<file path="src/sv/laa_pkg.sv">
// Package for the latching alarm annunciator: payload types, codes and the relay span function.
`default_nettype none
package laa_pkg;

  localparam int MODULES_DEF           = 4;
  localparam int RELAYS_PER_MODULE_DEF = 8;
  localparam int MASK_W                = 32;
  localparam int CFG_IDX_W             = 2;
  localparam int CFG_DATA_W            = 32;

  localparam logic [CFG_IDX_W-1:0] REG_ALARM_POLARITY    = 2'd0;
  localparam logic [CFG_IDX_W-1:0] REG_RELAY_ON_DELAY    = 2'd1;
  localparam logic [CFG_IDX_W-1:0] REG_TICKS_PER_SECOND  = 2'd2;
  localparam logic [CFG_IDX_W-1:0] REG_LINKED_RELAY_MASK = 2'd3;

  localparam logic        ALARM_POLARITY_RST    = 1'b1;
  localparam logic [7:0]  RELAY_ON_DELAY_RST    = 8'd0;
  localparam logic [15:0] TICKS_PER_SECOND_RST  = 16'd1000;
  localparam logic [31:0] LINKED_RELAY_MASK_RST = 32'd0;
  localparam logic [15:0] TICK_COUNT_MAX        = 16'hFFFF;

  localparam logic [1:0] CLS_INVALID  = 2'd0;
  localparam logic [1:0] CLS_ACTIVE   = 2'd1;
  localparam logic [1:0] CLS_INACTIVE = 2'd2;

  localparam logic [2:0] CODE_START   = 3'd0;
  localparam logic [2:0] CODE_WAIT    = 3'd1;
  localparam logic [2:0] CODE_DELAY   = 3'd2;
  localparam logic [2:0] CODE_UNACK   = 3'd3;
  localparam logic [2:0] CODE_ACKED   = 3'd4;
  localparam logic [2:0] CODE_RESET   = 3'd5;
  localparam logic [2:0] CODE_ACKWAIT = 3'd6;
  localparam logic [2:0] CODE_UNUSED  = 3'd7;

  typedef enum logic [6:0] {
    ST_START   = 7'b0000001,
    ST_WAIT    = 7'b0000010,
    ST_DELAY   = 7'b0000100,
    ST_UNACK   = 7'b0001000,
    ST_ACKED   = 7'b0010000,
    ST_RESET   = 7'b0100000,
    ST_ACKWAIT = 7'b1000000
  } state_t;

  typedef struct packed {
    logic input_level;
    logic input_invalid;
    logic time_tick;
    logic acknowledge;
    logic reset_alarm;
  } in_t;

  typedef struct packed {
    logic [2:0]        alarm_state;
    logic [1:0]        signal_class;
    logic              flags_written;
    logic              fresh_violation;
    logic              relay_request;
    logic [MASK_W-1:0] relay_write_mask;
  } out_t;

  function automatic logic [2:0] state_code(input state_t s);
    logic [2:0] c;
    case (s)
      ST_START:   c = CODE_START;
      ST_WAIT:    c = CODE_WAIT;
      ST_DELAY:   c = CODE_DELAY;
      ST_UNACK:   c = CODE_UNACK;
      ST_ACKED:   c = CODE_ACKED;
      ST_RESET:   c = CODE_RESET;
      ST_ACKWAIT: c = CODE_ACKWAIT;
      default:    c = CODE_UNUSED;
    endcase
    return c;
  endfunction

  // bit module*8+relay for every relay that exists, up to 4 modules of 8 relays
  function automatic logic [MASK_W-1:0] relay_span(input int modules, input int rpm);
    logic [MASK_W-1:0] m;
    m = '0;
    for (int j = 0; j < 4; j++) begin
      for (int k = 0; k < 8; k++) begin
        if (j < modules && k < rpm) begin
          m[j*8+k] = 1'b1;
        end
      end
    end
    return m;
  endfunction

endpackage
`default_nettype wire

</file>
<file path="src/sv/latching_alarm_annunciator_core.sv">
// Latching alarm annunciator core: classifier, alarm sequencer and registered result.
// A result is registered and valid in the cycle after its input transaction is accepted.
// One transaction per cycle while out_ready is high; output drains as the next is taken.
// The sequencer state, delay counters and output register update in the accept cycle.
// Reset (rst, synchronous): start state, counters zero, registers at reset values, no result.
`default_nettype none
module latching_alarm_annunciator_core #(
  parameter int MODULES           = laa_pkg::MODULES_DEF,
  parameter int RELAYS_PER_MODULE = laa_pkg::RELAYS_PER_MODULE_DEF
) (
  input  wire                                clk,
  input  wire                                rst,
  input  wire                                in_valid,
  output logic                               in_ready,
  input  laa_pkg::in_t                       in_data,
  output logic                               out_valid,
  input  wire                                out_ready,
  output laa_pkg::out_t                      out_data,
  input  wire                                cfg_valid,
  output logic                               cfg_ready,
  input  wire [laa_pkg::CFG_IDX_W-1:0]       cfg_index,
  input  wire [laa_pkg::CFG_DATA_W-1:0]      cfg_data
);

  localparam logic [laa_pkg::MASK_W-1:0] SPAN =
    laa_pkg::relay_span(MODULES, RELAYS_PER_MODULE);

  logic                        alarm_polarity;
  logic [7:0]                  relay_on_delay;
  logic [15:0]                 ticks_per_second;
  logic [laa_pkg::MASK_W-1:0]  linked_relay_mask;

  laa_pkg::state_t state, state_next;
  logic [7:0]      seconds_counted, seconds_counted_next;
  logic [15:0]     tick_count, tick_count_next;

  logic [1:0]  cls;
  logic        act, inact;
  logic        wrote, flag_val;
  logic [15:0] tick_inc;
  logic        accept;
  laa_pkg::out_t result;

  assign in_ready  = !out_valid || out_ready;
  assign cfg_ready = 1'b1;
  assign accept    = in_valid && in_ready;

  always_comb begin
    if (in_data.input_invalid) begin
      cls = laa_pkg::CLS_INVALID;
    end else if (in_data.input_level == alarm_polarity) begin
      cls = laa_pkg::CLS_ACTIVE;
    end else begin
      cls = laa_pkg::CLS_INACTIVE;
    end
    act   = (cls == laa_pkg::CLS_ACTIVE);
    inact = (cls == laa_pkg::CLS_INACTIVE);
    tick_inc = tick_count +
      16'(in_data.time_tick && (tick_count != laa_pkg::TICK_COUNT_MAX));

    state_next           = state;
    seconds_counted_next = seconds_counted;
    tick_count_next      = tick_count;
    wrote                = 1'b0;
    flag_val             = 1'b0;

    case (state)
      laa_pkg::ST_START: begin
        wrote      = 1'b1;
        state_next = laa_pkg::ST_WAIT;
      end
      laa_pkg::ST_WAIT: begin
        if (act) begin
          wrote    = 1'b1;
          flag_val = 1'b1;
          if (relay_on_delay != 8'd0) begin
            seconds_counted_next = '0;
            tick_count_next      = '0;
            state_next           = laa_pkg::ST_DELAY;
          end else begin
            state_next = laa_pkg::ST_UNACK;
          end
        end
      end
      laa_pkg::ST_DELAY: begin
        tick_count_next = tick_inc;
        if (act) begin
          if (tick_inc >= ticks_per_second) begin
            if (seconds_counted < relay_on_delay) begin
              seconds_counted_next = seconds_counted + 8'd1;
              tick_count_next      = '0;
            end else begin
              wrote      = 1'b1;
              flag_val   = 1'b1;
              state_next = laa_pkg::ST_UNACK;
            end
          end
        end else begin
          wrote      = 1'b1;
          state_next = laa_pkg::ST_WAIT;
        end
      end
      laa_pkg::ST_UNACK: begin
        if (act) begin
          wrote    = 1'b1;
          flag_val = 1'b1;
        end
        if (in_data.reset_alarm) begin
          state_next = laa_pkg::ST_RESET;
        end else if (in_data.acknowledge) begin
          state_next = laa_pkg::ST_ACKED;
        end
      end
      laa_pkg::ST_ACKED: begin
        if (in_data.reset_alarm) begin
          state_next = laa_pkg::ST_RESET;
        end else if (inact) begin
          state_next = laa_pkg::ST_ACKWAIT;
        end else if (act) begin
          wrote    = 1'b1;
          flag_val = 1'b1;
        end
      end
      laa_pkg::ST_RESET: begin
        if (inact) begin
          wrote      = 1'b1;
          state_next = laa_pkg::ST_WAIT;
        end else if (act) begin
          wrote    = 1'b1;
          flag_val = 1'b1;
        end
      end
      laa_pkg::ST_ACKWAIT: begin
        if (act) begin
          wrote    = 1'b1;
          flag_val = 1'b1;
        end
        if (in_data.reset_alarm) begin
          wrote      = 1'b1;
          flag_val   = 1'b0;
          state_next = laa_pkg::ST_WAIT;
        end
      end
      default: begin
        state_next = state;
      end
    endcase

    result.alarm_state      = laa_pkg::state_code(state_next);
    result.signal_class     = cls;
    result.flags_written    = wrote;
    result.fresh_violation  = flag_val;
    result.relay_request    = flag_val;
    result.relay_write_mask = wrote ? (linked_relay_mask & SPAN) : '0;
  end

  always_ff @(posedge clk) begin
    if (rst) begin
      alarm_polarity    <= laa_pkg::ALARM_POLARITY_RST;
      relay_on_delay    <= laa_pkg::RELAY_ON_DELAY_RST;
      ticks_per_second  <= laa_pkg::TICKS_PER_SECOND_RST;
      linked_relay_mask <= laa_pkg::LINKED_RELAY_MASK_RST;
    end else if (cfg_valid && cfg_ready) begin
      case (cfg_index)
        laa_pkg::REG_ALARM_POLARITY:    alarm_polarity    <= cfg_data[0];
        laa_pkg::REG_RELAY_ON_DELAY:    relay_on_delay    <= cfg_data[7:0];
        laa_pkg::REG_TICKS_PER_SECOND:  ticks_per_second  <= cfg_data[15:0];
        laa_pkg::REG_LINKED_RELAY_MASK: linked_relay_mask <= cfg_data[laa_pkg::MASK_W-1:0];
        default: begin
        end
      endcase
    end
  end

  always_ff @(posedge clk) begin
    if (rst) begin
      state           <= laa_pkg::ST_START;
      seconds_counted <= '0;
      tick_count      <= '0;
      out_valid       <= 1'b0;
    end else begin
      if (accept) begin
        state           <= state_next;
        seconds_counted <= seconds_counted_next;
        tick_count      <= tick_count_next;
        out_valid       <= 1'b1;
      end else if (out_ready) begin
        out_valid <= 1'b0;
      end
    end
  end

  always_ff @(posedge clk) begin
    if (accept) begin
      out_data <= result;
    end
  end

  a_reset_clears_result: assert property (@(posedge clk) rst |=> !out_valid)
    else $error("result valid after reset");

  a_no_write_zero_flags: assert property (@(posedge clk) disable iff (rst)
    (out_valid && !out_data.flags_written) |->
      (!out_data.fresh_violation && !out_data.relay_request &&
       out_data.relay_write_mask == '0))
    else $error("flags reported without a write");

  a_flags_agree: assert property (@(posedge clk) disable iff (rst)
    out_valid |-> (out_data.fresh_violation == out_data.relay_request))
    else $error("new violation and relay request disagree");

  a_start_goes_wait: assert property (@(posedge clk) disable iff (rst)
    (accept && state == laa_pkg::ST_START) |=>
      (out_valid && out_data.alarm_state == laa_pkg::CODE_WAIT &&
       out_data.flags_written && !out_data.fresh_violation))
    else $error("start state did not write normal and move to waiting");

endmodule
`default_nettype wire
</file>
<file path="config.mk">
export PLATFORM = sky130hd
export DESIGN_NAME = latching_alarm_annunciator_core
export DESIGN_NICKNAME = d
export VERILOG_FILES = /design/src/sv/laa_pkg.sv /design/src/sv/latching_alarm_annunciator_core.sv
export SDC_FILE = /design/constraint.sdc
export NUM_CORES = 1
export LEC_CHECK = 0
export BUFFER_PORTS_ARGS = -buffer_cell sky130_fd_sc_hd__buf_2
export CORE_MARGIN = 3
export CORE_UTILIZATION = 30
export DETAILED_ROUTE_END_ITERATION = 16
export SYNTH_ARGS = -nofsm -noshare
export SYNTH_HDL_FRONTEND = slang
export SYNTH_SLANG_ARGS = --single-unit
</file>
<file path="constraint.sdc">
create_clock -name clk -period 4.4 [get_ports clk]
set_input_delay 0.88 -clock clk [delete_from_list [all_inputs] [get_ports clk]]
set_output_delay 0.88 -clock clk [all_outputs]
set_load 0.01 [all_outputs]
</file>
==> flow_metrics.env, run 1 <==
export IMPL_cts_max_level=4
export IMPL_die_h_microns=150.9
export IMPL_routed_wl_mm=14.98
export IMPL_syn_to_final_growth_pct=24.96
export IMPL_final_area_sq_mm=0.007874
export IMPL_synthFlopType="dfxtp_1"
export IMPL_io_buffers=85
export IMPL_worstSkewPairLatency_ns=0.41
export IMPL_dp_hpwl_mm=10.55
export IMPL_placed_area_sq_mm=0.007051
export IMPL_worstSetupPathType="flop to flop"
export IMPL_dr_first_iter_drc_count=315
export IMPL_finalMaxSlewViolations=0
export IMPL_clkTransAtPathRegs_ns=0.06
export IMPL_cp_max_fo=7
export IMPL_worstSetupStartpointType="flop"
export IMPL_yosysUniqueCellTypes=74
export IMPL_power_density_mw_per_mm2=388.9
export IMPL_finClkSkew_ns=0.01189
export IMPL_boundaryPins=87
export IMPL_status="completed"
export IMPL_ant_nets=0
export IMPL_antenna_found_initial=0
export IMPL_syn_area_per_cell_sq_um=9.092
export IMPL_worstHoldPathType="flop to flop"
export IMPL_fin_crit_ns=4.240
export IMPL_synth_edf_count=39
export IMPL_ys_seq_area_frac=0.4686
export IMPL_post_place_ws_ns=0.05308
export IMPL_peakVddDrop_mv=0.2967
export IMPL_hold_viol=0
export IMPL_drcViolationCount=0
export IMPL_grt_start_max_net_pins=49
export IMPL_hold_slack_ns=0.4482
export IMPL_worst_pin_slew_ns=1.180
export IMPL_layout_worst_path_cycle_share=0.9635
export IMPL_leakagePower_nw=3.180
export IMPL_clkSinkCount=128
export IMPL_grt_util_met1=0.1745
export IMPL_max_cap_violations=0
export IMPL_wire_per_inst_microns=14.05
export IMPL_cts_made_buffers=17
export IMPL_netlist_instances=693
export IMPL_gp_routability_congestion=0.8924
export IMPL_end_kind="flop"
export IMPL_vias_per_cell=4.902
export IMPL_grt_total_usage=0.1300
export IMPL_dr_pass1_iters=4
export IMPL_fillerInstances=2036
export IMPL_diodes=0
export IMPL_syn_num_nets=763
export IMPL_core_rowCount=52
export IMPL_fin_ws_ns=0.1605
export IMPL_yosys_register_bits=128
export IMPL_crit_arrival_ns=4.47
export IMPL_core_area_sq_mm=0.02043
export IMPL_grt_overflow=0
export IMPL_top_usage_layer="met2"
export IMPL_clock_path_buffers=2
export IMPL_setup_violations=0
export IMPL_fin_util=0.3854
export IMPL_maxClockFrequency_mhz=235.9
export IMPL_critical_path_required_ns=4.63
export IMPL_ys_warnings_count=0
export IMPL_via_count=5225
export IMPL_met3_usage=0.02603
export IMPL_nets=853
export IMPL_slew_headroom=0.2103
export IMPL_cts_root_buf="clkbuf_16"
export IMPL_grt_pass1_wl_mm=23.97
export IMPL_die_w_microns=150.9
export IMPL_drive_gt1_frac=0.2337
export IMPL_grtUsageMet2=0.2099
export IMPL_ys_async_sr_fraction=0
export IMPL_grt_pass1_vias=4917
export IMPL_dieArea_sq_mm=0.02278
export IMPL_netlist_area_sq_mm=0.006301
export IMPL_start_util=0.3084
export IMPL_hold_buffers=0
export IMPL_cts_tree="built"
## cell type report
cell class / instances / area, sq um / share of cell area
inverter: 33 / 123.9 / 0.01573
sequential: 128 / 2960 / 0.3760
multi-input combinational: 492 / 3183 / 0.4043
clock buffer: 17 / 425.4 / 0.05403
tap: 270 / 337.8 / 0.04290
timing repair buffer: 111 / 645.6 / 0.08200
clock inverter: 15 / 197.7 / 0.02511
## per-layer routing
layer	wire length, microns	up-vias
li1	-	2623
met1	6971	2442
met2	7011	143
met3	786	17
met4	213	0
met5	0	-
## cell usage after synthesis (all sizes together), types with 10 or more instances
cell,n,share of area
nor3,14,0.014
a21oi,61,0.049
buf,10,0.010
nand2,125,0.075
nand3,14,0.011
xnor2,14,0.021
a22oi,10,0.012
mux2i,10,0.016
edfxtp,39,0.19
nor2,43,0.026
o21ai,16,0.013
nor2b,31,0.031
dfxtp,89,0.28
nand4,11,0.011
ha,26,0.052
inv,32,0.019
clkbuf,30,0.018
## cells by family after synthesis
family / after synthesis / synth area share
xor+xnor: 18 / 0.02621
fa+ha+maj: 26 / 0.05163
simple gates: 290 / 0.2296
flops: 128 / 0.4686
mux: 12 / 0.01946
compound gates: 145 / 0.1561
buf+inv: 73 / 0.04785
other cells: 1 / 0.0005951
## sequential cells by signal, summed over array words and instances, names as in the netlist
name,flops
out_data,39
linked_relay_mask,32
tick_count,16
ticks_per_second,16
relay_on_delay,8
seconds_counted,8
state,7
alarm_polarity,1
out_valid,1
## report_power, final
group / switching [mW] / internal [mW] / leakage, nW / total [mW]
Combinational: 0.178 / 0.113 / 1.76 / 0.291
Clock: 0.569 / 0.914 / 0.305 / 1.48
Sequential: 0.0233 / 1.27 / 1.12 / 1.29
Total: 0.770 / 2.29 / 3.18 / 3.06
## final timing paths
path / startpoint / to / slack, ns / depth (start not counted)
worst max-delay path: tick_count[5] / out_data[39] / 0.16 / 19
worst min-delay path: linked_relay_mask[14] / linked_relay_mask[14] / 0.45 / 2
worst max register to register: tick_count[5] / out_data[39] / 0.16 / 19
worst min register to register: linked_relay_mask[14] / linked_relay_mask[14] / 0.45 / 2
## critical path, stage by stage, from the launching register on
cell	delay, ns
dfxtp_4	0.36
and3_4	0.17
and4_1	0.20
and4_4	0.26
nand3_4	0.07
o31a_1	0.29
ha_4	0.19
ha_4	0.15
and3_4	0.21
nand3_4	0.09
xnor2_2	0.08
ha_1	0.31
nand4_1	0.12
nor3_2	0.26
a31oi_4	0.13
buf_4	0.17
a21o_1	0.15
a211o_1	0.32
and2_1	0.19
o41ai_2	0.32
## per-stage QoR
| step | power, mW | setup TNS (ns) | std cells |
|---|---|---|---|
| 6_report | 3.062 | 0 | 1066 |
| 5_1_grt | 3.179 | -0.01845 | 1066 |
| 4_1_cts | 3.090 | 0 | 1058 |
| 3_5_place_dp | 1.603 | 0 | 1026 |
| 3_3_place_gp | 1.602 | 0 | 1026 |
| 2_1_floorplan | 1.494 | 0 | 693 |
## cell usage in the layout, fill, tap and decap left out, drive strengths merged, types with 6 or more instances in the layout
master  synthesis  routed
buf            10     111
ha             26      26
nor3           14      14
nand2b          6       6
nand3          14      14
and2b           6       6
mux2i          10      10
a211oi          7       7
a22oi          10      10
or2             7       7
or4             6       6
a21oi          61      61
xnor2          14      14
nor2b          31      31
edfxtp         39      39
o211ai          7       7
nand3b          7       7
clkbuf         30      17
nand4          11      11
nor2           43      43
dfxtp          89      89
inv            32      41
o21ai          16      16
nand2         125     125
## what timing repair did
action	in CTS	in global routing
setup buffers	0	8
pin swaps	0	15
endpoints found under the setup margin	1	65
gates resized for setup	1	28
Note: power is estimated with default switching activity, not from simulation.
==> run 2, diff against run 1 <==
==> constraint.sdc (replaced) <==
create_clock -name clk -period 4 [get_ports clk]
set_input_delay 0.8 -clock clk [delete_from_list [all_inputs] [get_ports clk]]
set_output_delay 0.8 -clock clk [all_outputs]
set_load 0.01 [all_outputs]
==> run 2 against run 1 <==
Against the previous run:
- the flow now finishes with violations (negative setup slack)
- wire length increased by 6.6%
- sequential cell count unchanged
- critical path type unchanged
- register-to-register slack got worse by 0.23 ns
- clock skew decreased by 0.0030 ns
- sequential power increased by 10%
- critical endpoint is now seconds_counted[7]
- global-route usage increased by 0.72 points
- die area unchanged
==> flow_metrics.env, run 2 (synthesized netlist as in run 1, its figures left out) <==
export IMPL_vias_per_cell=4.901
export IMPL_grt_pass1_vias=4935
export IMPL_timing_rr_end="seconds_counted[7]"
export IMPL_clkTransAtPathRegs_ns=0.06
export IMPL_max_cap_violations=0
export IMPL_crit_family="simple AND/OR/NAND/NOR gates"
export IMPL_crit_chain="and3_4 > and4_4 > and4_4 > nand3_4 > o31a_1 > ha_4 > ha_4 > and3_4 > nand3_2 > xnor2_2 > ha_1 > nand4_1 > nor3_2 > a31oi_4 > a2111oi_4 > o211ai_1 > buf_4 > nor3_4 > mux2i_1"
export IMPL_cts_root_buf="clkbuf_16"
export IMPL_routed_wl_mm=15.97
export IMPL_core_rowCount=52
export IMPL_status="finished, violations left"
export IMPL_core_area_sq_mm=0.02043
export IMPL_finClkSkew_ns=0.008866
export IMPL_die_h_microns=150.9
export IMPL_maxClockFrequency_mhz=245.5
export IMPL_syn_to_final_growth_pct=30.06
export IMPL_nets=879
export IMPL_cts_tree="built"
export IMPL_end_kind="flop"
export IMPL_worstSetupPathType="flop to flop"
export IMPL_cp_max_fo=7
export IMPL_grt_total_usage=0.1372
export IMPL_ant_nets=0
export IMPL_diodes=0
export IMPL_antenna_found_initial=0
export IMPL_via_count=5352
export IMPL_fillerInstances=2023
export IMPL_rr_worst_depth=19
export IMPL_r2r_start="tick_count[4]"
export IMPL_largest_reg_flops=39
export IMPL_grt_start_max_net_pins=82
export IMPL_whs_path_depth=2
export IMPL_dp_hpwl_mm=10.93
export IMPL_worstSkewPairLatency_ns=0.42
export IMPL_drcViolationCount=0
export IMPL_crit_arrival_ns=4.42
export IMPL_fin_setup_tns_ns=-1.684
export IMPL_fin_ws_ns=-0.07255
export IMPL_final_cell_mix="nand2_1 (123), dfxtp_1 (86), buf_2 (85), a21oi_1 (59), buf_4 (45)"
export IMPL_setup_violations=37
export IMPL_hold_viol=0
export IMPL_worstHoldPathType="flop to flop"
export IMPL_path_depth=19
export IMPL_top_register="out_data"
export IMPL_layout_commonest_cell="nand2_1"
export IMPL_dr_first_iter_drc_count=421
export IMPL_r2r_slack_ns=-0.07
export IMPL_worst_pin_slew_ns=1.161
export IMPL_peakVddDrop_mv=0.3001
export IMPL_reg_largest_list="out_data: 39 flops, linked_relay_mask: 32 flops"
export IMPL_dieArea_sq_mm=0.02278
export IMPL_cts_max_level=4
export IMPL_dr_pass1_iters=5
export IMPL_die_w_microns=150.9
export IMPL_hold_buffers=0
export IMPL_worstSetupStartpointType="flop"
export IMPL_fin_util=0.4012
export IMPL_cpMaxStageDelayCell="a2111oi_4"
export IMPL_grt_overflow=0
export IMPL_hold_slack_ns=0.4485
export IMPL_power_density_mw_per_mm2=407.0
export IMPL_rsz0062_at_grt="true"
export IMPL_multi_input_area_sq_mm=0.003318
export IMPL_finalMaxSlewViolations=0
export IMPL_fin_cells=1092
export IMPL_wire_per_inst_microns=14.62
export IMPL_critical_path_max_stage_delay_ns=0.47
export IMPL_layout_worst_path_cycle_share=1.018
export IMPL_clock_path_buffers=2
export IMPL_clkSinkCount=128
export IMPL_slew_headroom=0.2230
export IMPL_worstHoldStart="linked_relay_mask[26]"
export IMPL_grt_pass1_wl_mm=24.87
export IMPL_boundaryPins=87
export IMPL_gp_routability_congestion=0.9286
export IMPL_place_inst=1051
export IMPL_critical_path_required_ns=4.34
export IMPL_violations="negative setup slack"
export IMPL_hold_path_end="linked_relay_mask[26]"
export IMPL_drive_gt1_frac=0.2847
export IMPL_start_util=0.3084
export IMPL_fin_crit_ns=4.073
export IMPL_leakagePower_nw=3.341
export IMPL_critPathBufInv=1
export IMPL_io_buffers=85
export IMPL_cts_made_buffers=17
export IMPL_ff_latch_area_sq_mm=0.002959
[run 2: cell types whose count changed in the layout (fill, tap and decap cells not counted), moves of 4 or more]
| cell | delta |
|---|---|
| buf_4 | +21 |
| o21ai_0 | -4 |
| a22oi_2 | +8 |
| nor2b_2 | +6 |
| a22oi_1 | -8 |
| nor2b_1 | -7 |
[run 2: routing by layer]
layer / track usage / wire [microns] / share of wire / up-vias
met3: 0.03112 / 762 / 0.048 / 19
li1: - / - / - / 2667
met1: 0.1875 / 7590 / 0.48 / 2510
met2: 0.2146 / 7391 / 0.46 / 156
met4: 0.04669 / 221 / 0.014 / 0
met5: 0 / 0 / 0 / -
[run 2: final cells by class]
| class | instances | share of cell area |
|---|---|---|
| multi-input cells | 493 | 0.4049 |
| flip-flops and latches | 128 | 0.3611 |
| repair buffers | 136 | 0.1052 |
| clock buffers | 20 | 0.05328 |
| well taps | 270 | 0.04122 |
| clock inverters | 12 | 0.01924 |
| inverters | 33 | 0.01511 |
[run 2: how the worst max path moves through the flow]
stage                       start            endpoint
floorplan           tick_count[4]  seconds_counted[3]
global placement    tick_count[6]  seconds_counted[5]
detailed placement  tick_count[6]  seconds_counted[6]
CTS                 tick_count[4]  seconds_counted[5]
global route        tick_count[6]  seconds_counted[5]
finish              tick_count[4]  seconds_counted[7]
[run 2: what timing repair did]
item	CTS	global route
cloned	1	2
pin swaps	26	22
gates resized for setup	13	40
buffers inserted	2	5
setup endpoints to repair	62	65
[run 2: stage by stage]
step	cell area (sq um)	worst slack, ns	total power, mW
global route	8195	-0.2819	3.464
detailed placement	7301	-0.2764	1.777
floorplan	6399	-0.2083	1.654
CTS	7961	-0.05734	3.342
global placement	7301	-0.1798	1.777
finish	8195	-0.07255	3.336
[run 2: worst min-delay path, stage by stage, from the launching register on]
cell,delay (ns)
dfxtp_1,0.30
nand2_1,0.05
a21oi_1,0.05
[run 2: where the power goes]
group	internal, mW	switching [mW]
combinational	0.150	0.212
sequential	1.39	0.0256
clock	0.983	0.572
==> run 3, diff against run 2 <==
--- a/config.mk
+++ b/config.mk
@@ -7,8 +7,11 @@
 export LEC_CHECK = 0
 export BUFFER_PORTS_ARGS = -buffer_cell sky130_fd_sc_hd__buf_2
 export CORE_MARGIN = 3
-export CORE_UTILIZATION = 30
+export CORE_UTILIZATION = 55
 export DETAILED_ROUTE_END_ITERATION = 16
+export GPL_TIMING_DRIVEN = 0
+export HOLD_SLACK_MARGIN = 0.08
+export PLACE_DENSITY = 0.77
 export SYNTH_ARGS = -nofsm -noshare
 export SYNTH_HDL_FRONTEND = slang
 export SYNTH_SLANG_ARGS = --single-unit
==> run 3 against run 2 <==
Against the previous run:
- die area shrank 44%
- global-route usage grew 13 points
- sequential share of layout area is essentially flat
- the flow still finishes with violations (negative setup slack)
- critical path type unchanged
==> flow_metrics.env, run 3 (synthesized netlist as in run 1, its figures left out) <==
export IMPL_dr_first_iter_drc_count=508
export IMPL_start_util=0.5712
export IMPL_drive_gt1_frac=0.2821
export IMPL_final_cell_mix="nand2_1 (122), buf_2 (88), dfxtp_1 (86), a21oi_1 (57), nor2_1 (41)"
export IMPL_antenna_found_initial=0
export IMPL_peakVddDrop_mv=0.2781
export IMPL_largest_reg_flops=39
export IMPL_dp_hpwl_mm=11.51
export IMPL_hold_viol=0
export IMPL_fin_util=0.7425
export IMPL_cp_max_fo=7
export IMPL_cts_made_buffers=17
export IMPL_nets=897
export IMPL_clkSinkCount=128
export IMPL_status="finished, violations left"
export IMPL_grt_overflow=0
export IMPL_worst_pin_slew_ns=0.8764
export IMPL_dieArea_sq_mm=0.01278
export IMPL_leakagePower_nw=3.370
export IMPL_slew_headroom=0.4112
export IMPL_grt_pass1_vias=5471
export IMPL_setup_violations=65
export IMPL_worstSetupStartpointType="flop"
export IMPL_die_h_microns=113.0
export IMPL_routed_wl_mm=17.29
export IMPL_grt_start_max_net_pins=47
export IMPL_cts_tree="built"
export IMPL_ant_nets=0
export IMPL_fin_cells=980
export IMPL_grt_pass1_wl_mm=27.05
export IMPL_rsz0062_at_grt="true"
export IMPL_wire_per_inst_microns=17.64
export IMPL_violations="negative setup slack"
export IMPL_vias_per_cell=5.832
export IMPL_worstSetupPathType="flop to flop"
export IMPL_grt_total_usage=0.2651
export IMPL_maxClockFrequency_mhz=226.2
export IMPL_clock_path_buffers=2
export IMPL_max_cap_violations=0
export IMPL_diodes=0
export IMPL_top_register="out_data"
export IMPL_hold_slack_ns=0.4512
export IMPL_core_rowCount=38
export IMPL_drcViolationCount=0
export IMPL_post_place_ws_ns=-0.7149
export IMPL_cts_max_level=4
export IMPL_layout_commonest_cell="nand2_1"
export IMPL_reg_largest_list="out_data: 39 flops, linked_relay_mask: 32 flops"
export IMPL_cts_root_buf="clkbuf_16"
export IMPL_core_area_sq_mm=0.01103
export IMPL_critical_path_required_ns=4.16
export IMPL_fin_crit_ns=4.420
export IMPL_crit_arrival_ns=4.58
export IMPL_finClkSkew_ns=0.006206
export IMPL_io_buffers=84
export IMPL_boundaryPins=87
export IMPL_fin_ws_ns=-0.4204
export IMPL_syn_to_final_growth_pct=29.98
export IMPL_gp_routability_congestion=0.9158
export IMPL_via_count=5715
export IMPL_layout_worst_path_cycle_share=1.105
export IMPL_finalMaxSlewViolations=0
export IMPL_worstSkewPairLatency_ns=0.42
export IMPL_end_kind="flop"
export IMPL_worstHoldPathType="flop to flop"
export IMPL_die_w_microns=113.0
export IMPL_clkTransAtPathRegs_ns=0.06
export IMPL_power_density_mw_per_mm2=403.5
export IMPL_dr_pass1_iters=7
export IMPL_place_inst=917
[run 3: cell types whose count changed in the layout (fill, tap and decap cells not counted), moves of 3 or more]
cell	previous run	this run
buf_6	3	10
nor2b_2	6	0
clkinv_2	1	4
a22oi_2	8	0
xnor2_2	5	10
nor2b_1	24	15
buf_4	45	24
a22oi_1	2	10
buf_8	0	5
nor2b_4	1	16
xnor2_1	9	4
clkbuf_1	3	27
buf_2	85	88
[run 3: worst paths after layout]
kind	start	end	slack, ns	cells past startpoint
min	linked_relay_mask[23]	linked_relay_mask[23]	0.45	2
max reg2reg	tick_count[4]	out_data[38]	-0.42	19
max	tick_count[4]	out_data[38]	-0.42	19
min reg2reg	linked_relay_mask[23]	linked_relay_mask[23]	0.45	2
[run 3: worst max-delay path: stages, from the launching register on]
cell	delay, ns
dfxtp_4	0.35
and3_4	0.18
and4_4	0.22
and4_4	0.26
nand3_4	0.09
o31a_1	0.29
ha_4	0.19
ha_4	0.16
and3_4	0.21
nand4_1	0.14
xnor2_2	0.09
ha_1	0.29
nand4_1	0.14
nor3_2	0.30
a31oi_4	0.16
buf_4	0.17
a21o_1	0.19
a211o_1	0.35
a211oi_2	0.28
nand3_1	0.10
[run 3: power by group]
group	switching, mW	internal, mW
Combinational	0.241	0.168
Sequential	0.0250	1.39
Clock	0.614	0.863
Total	0.880	2.42
[run 3: stage by stage]
| step | TNS [ns] | total power [mW] | area [sq um] |
|---|---|---|---|
| floorplan | -1.100 | 1.654 | 6399 |
| global placement | -21.68 | 1.763 | 6994 |
| detailed placement | -27.99 | 1.771 | 6995 |
| CTS | -9.888 | 3.270 | 7905 |
| global route | -25.40 | 3.411 | 8190 |
| finish | -18.65 | 3.305 | 8190 |
[run 3: area by class of cell]
class,instances,area [sq um]
clock buffers,18,429.2
multi-input cells,492,3441
flip-flops and latches,128,2959
well taps,140,175.2
plain buffers,39,207.7
repair buffers,116,721.9
inverters,33,125.1
clock inverters,14,131.4
fillers,752,2840
[run 3: routing by layer]
layer	wire, microns	vias to the layer above	GRT usage
li1	-	2712	-
met3	1114	39	0.05561
met2	8422	220	0.4412
met1	7303	2744	0.3412
met4	449	0	0.09856
met5	0	-	0
[run 3: what timing repair did]
| action | in CTS | in global routing |
|---|---|---|
| endpoints found under the setup margin | 66 | 66 |
| setup buffers | 22 | 10 |
| hold buffers | 0 | 0 |
| gates cloned | 3 | 0 |
| pin swaps | 28 | 23 |
| resized for setup | 37 | 54 |
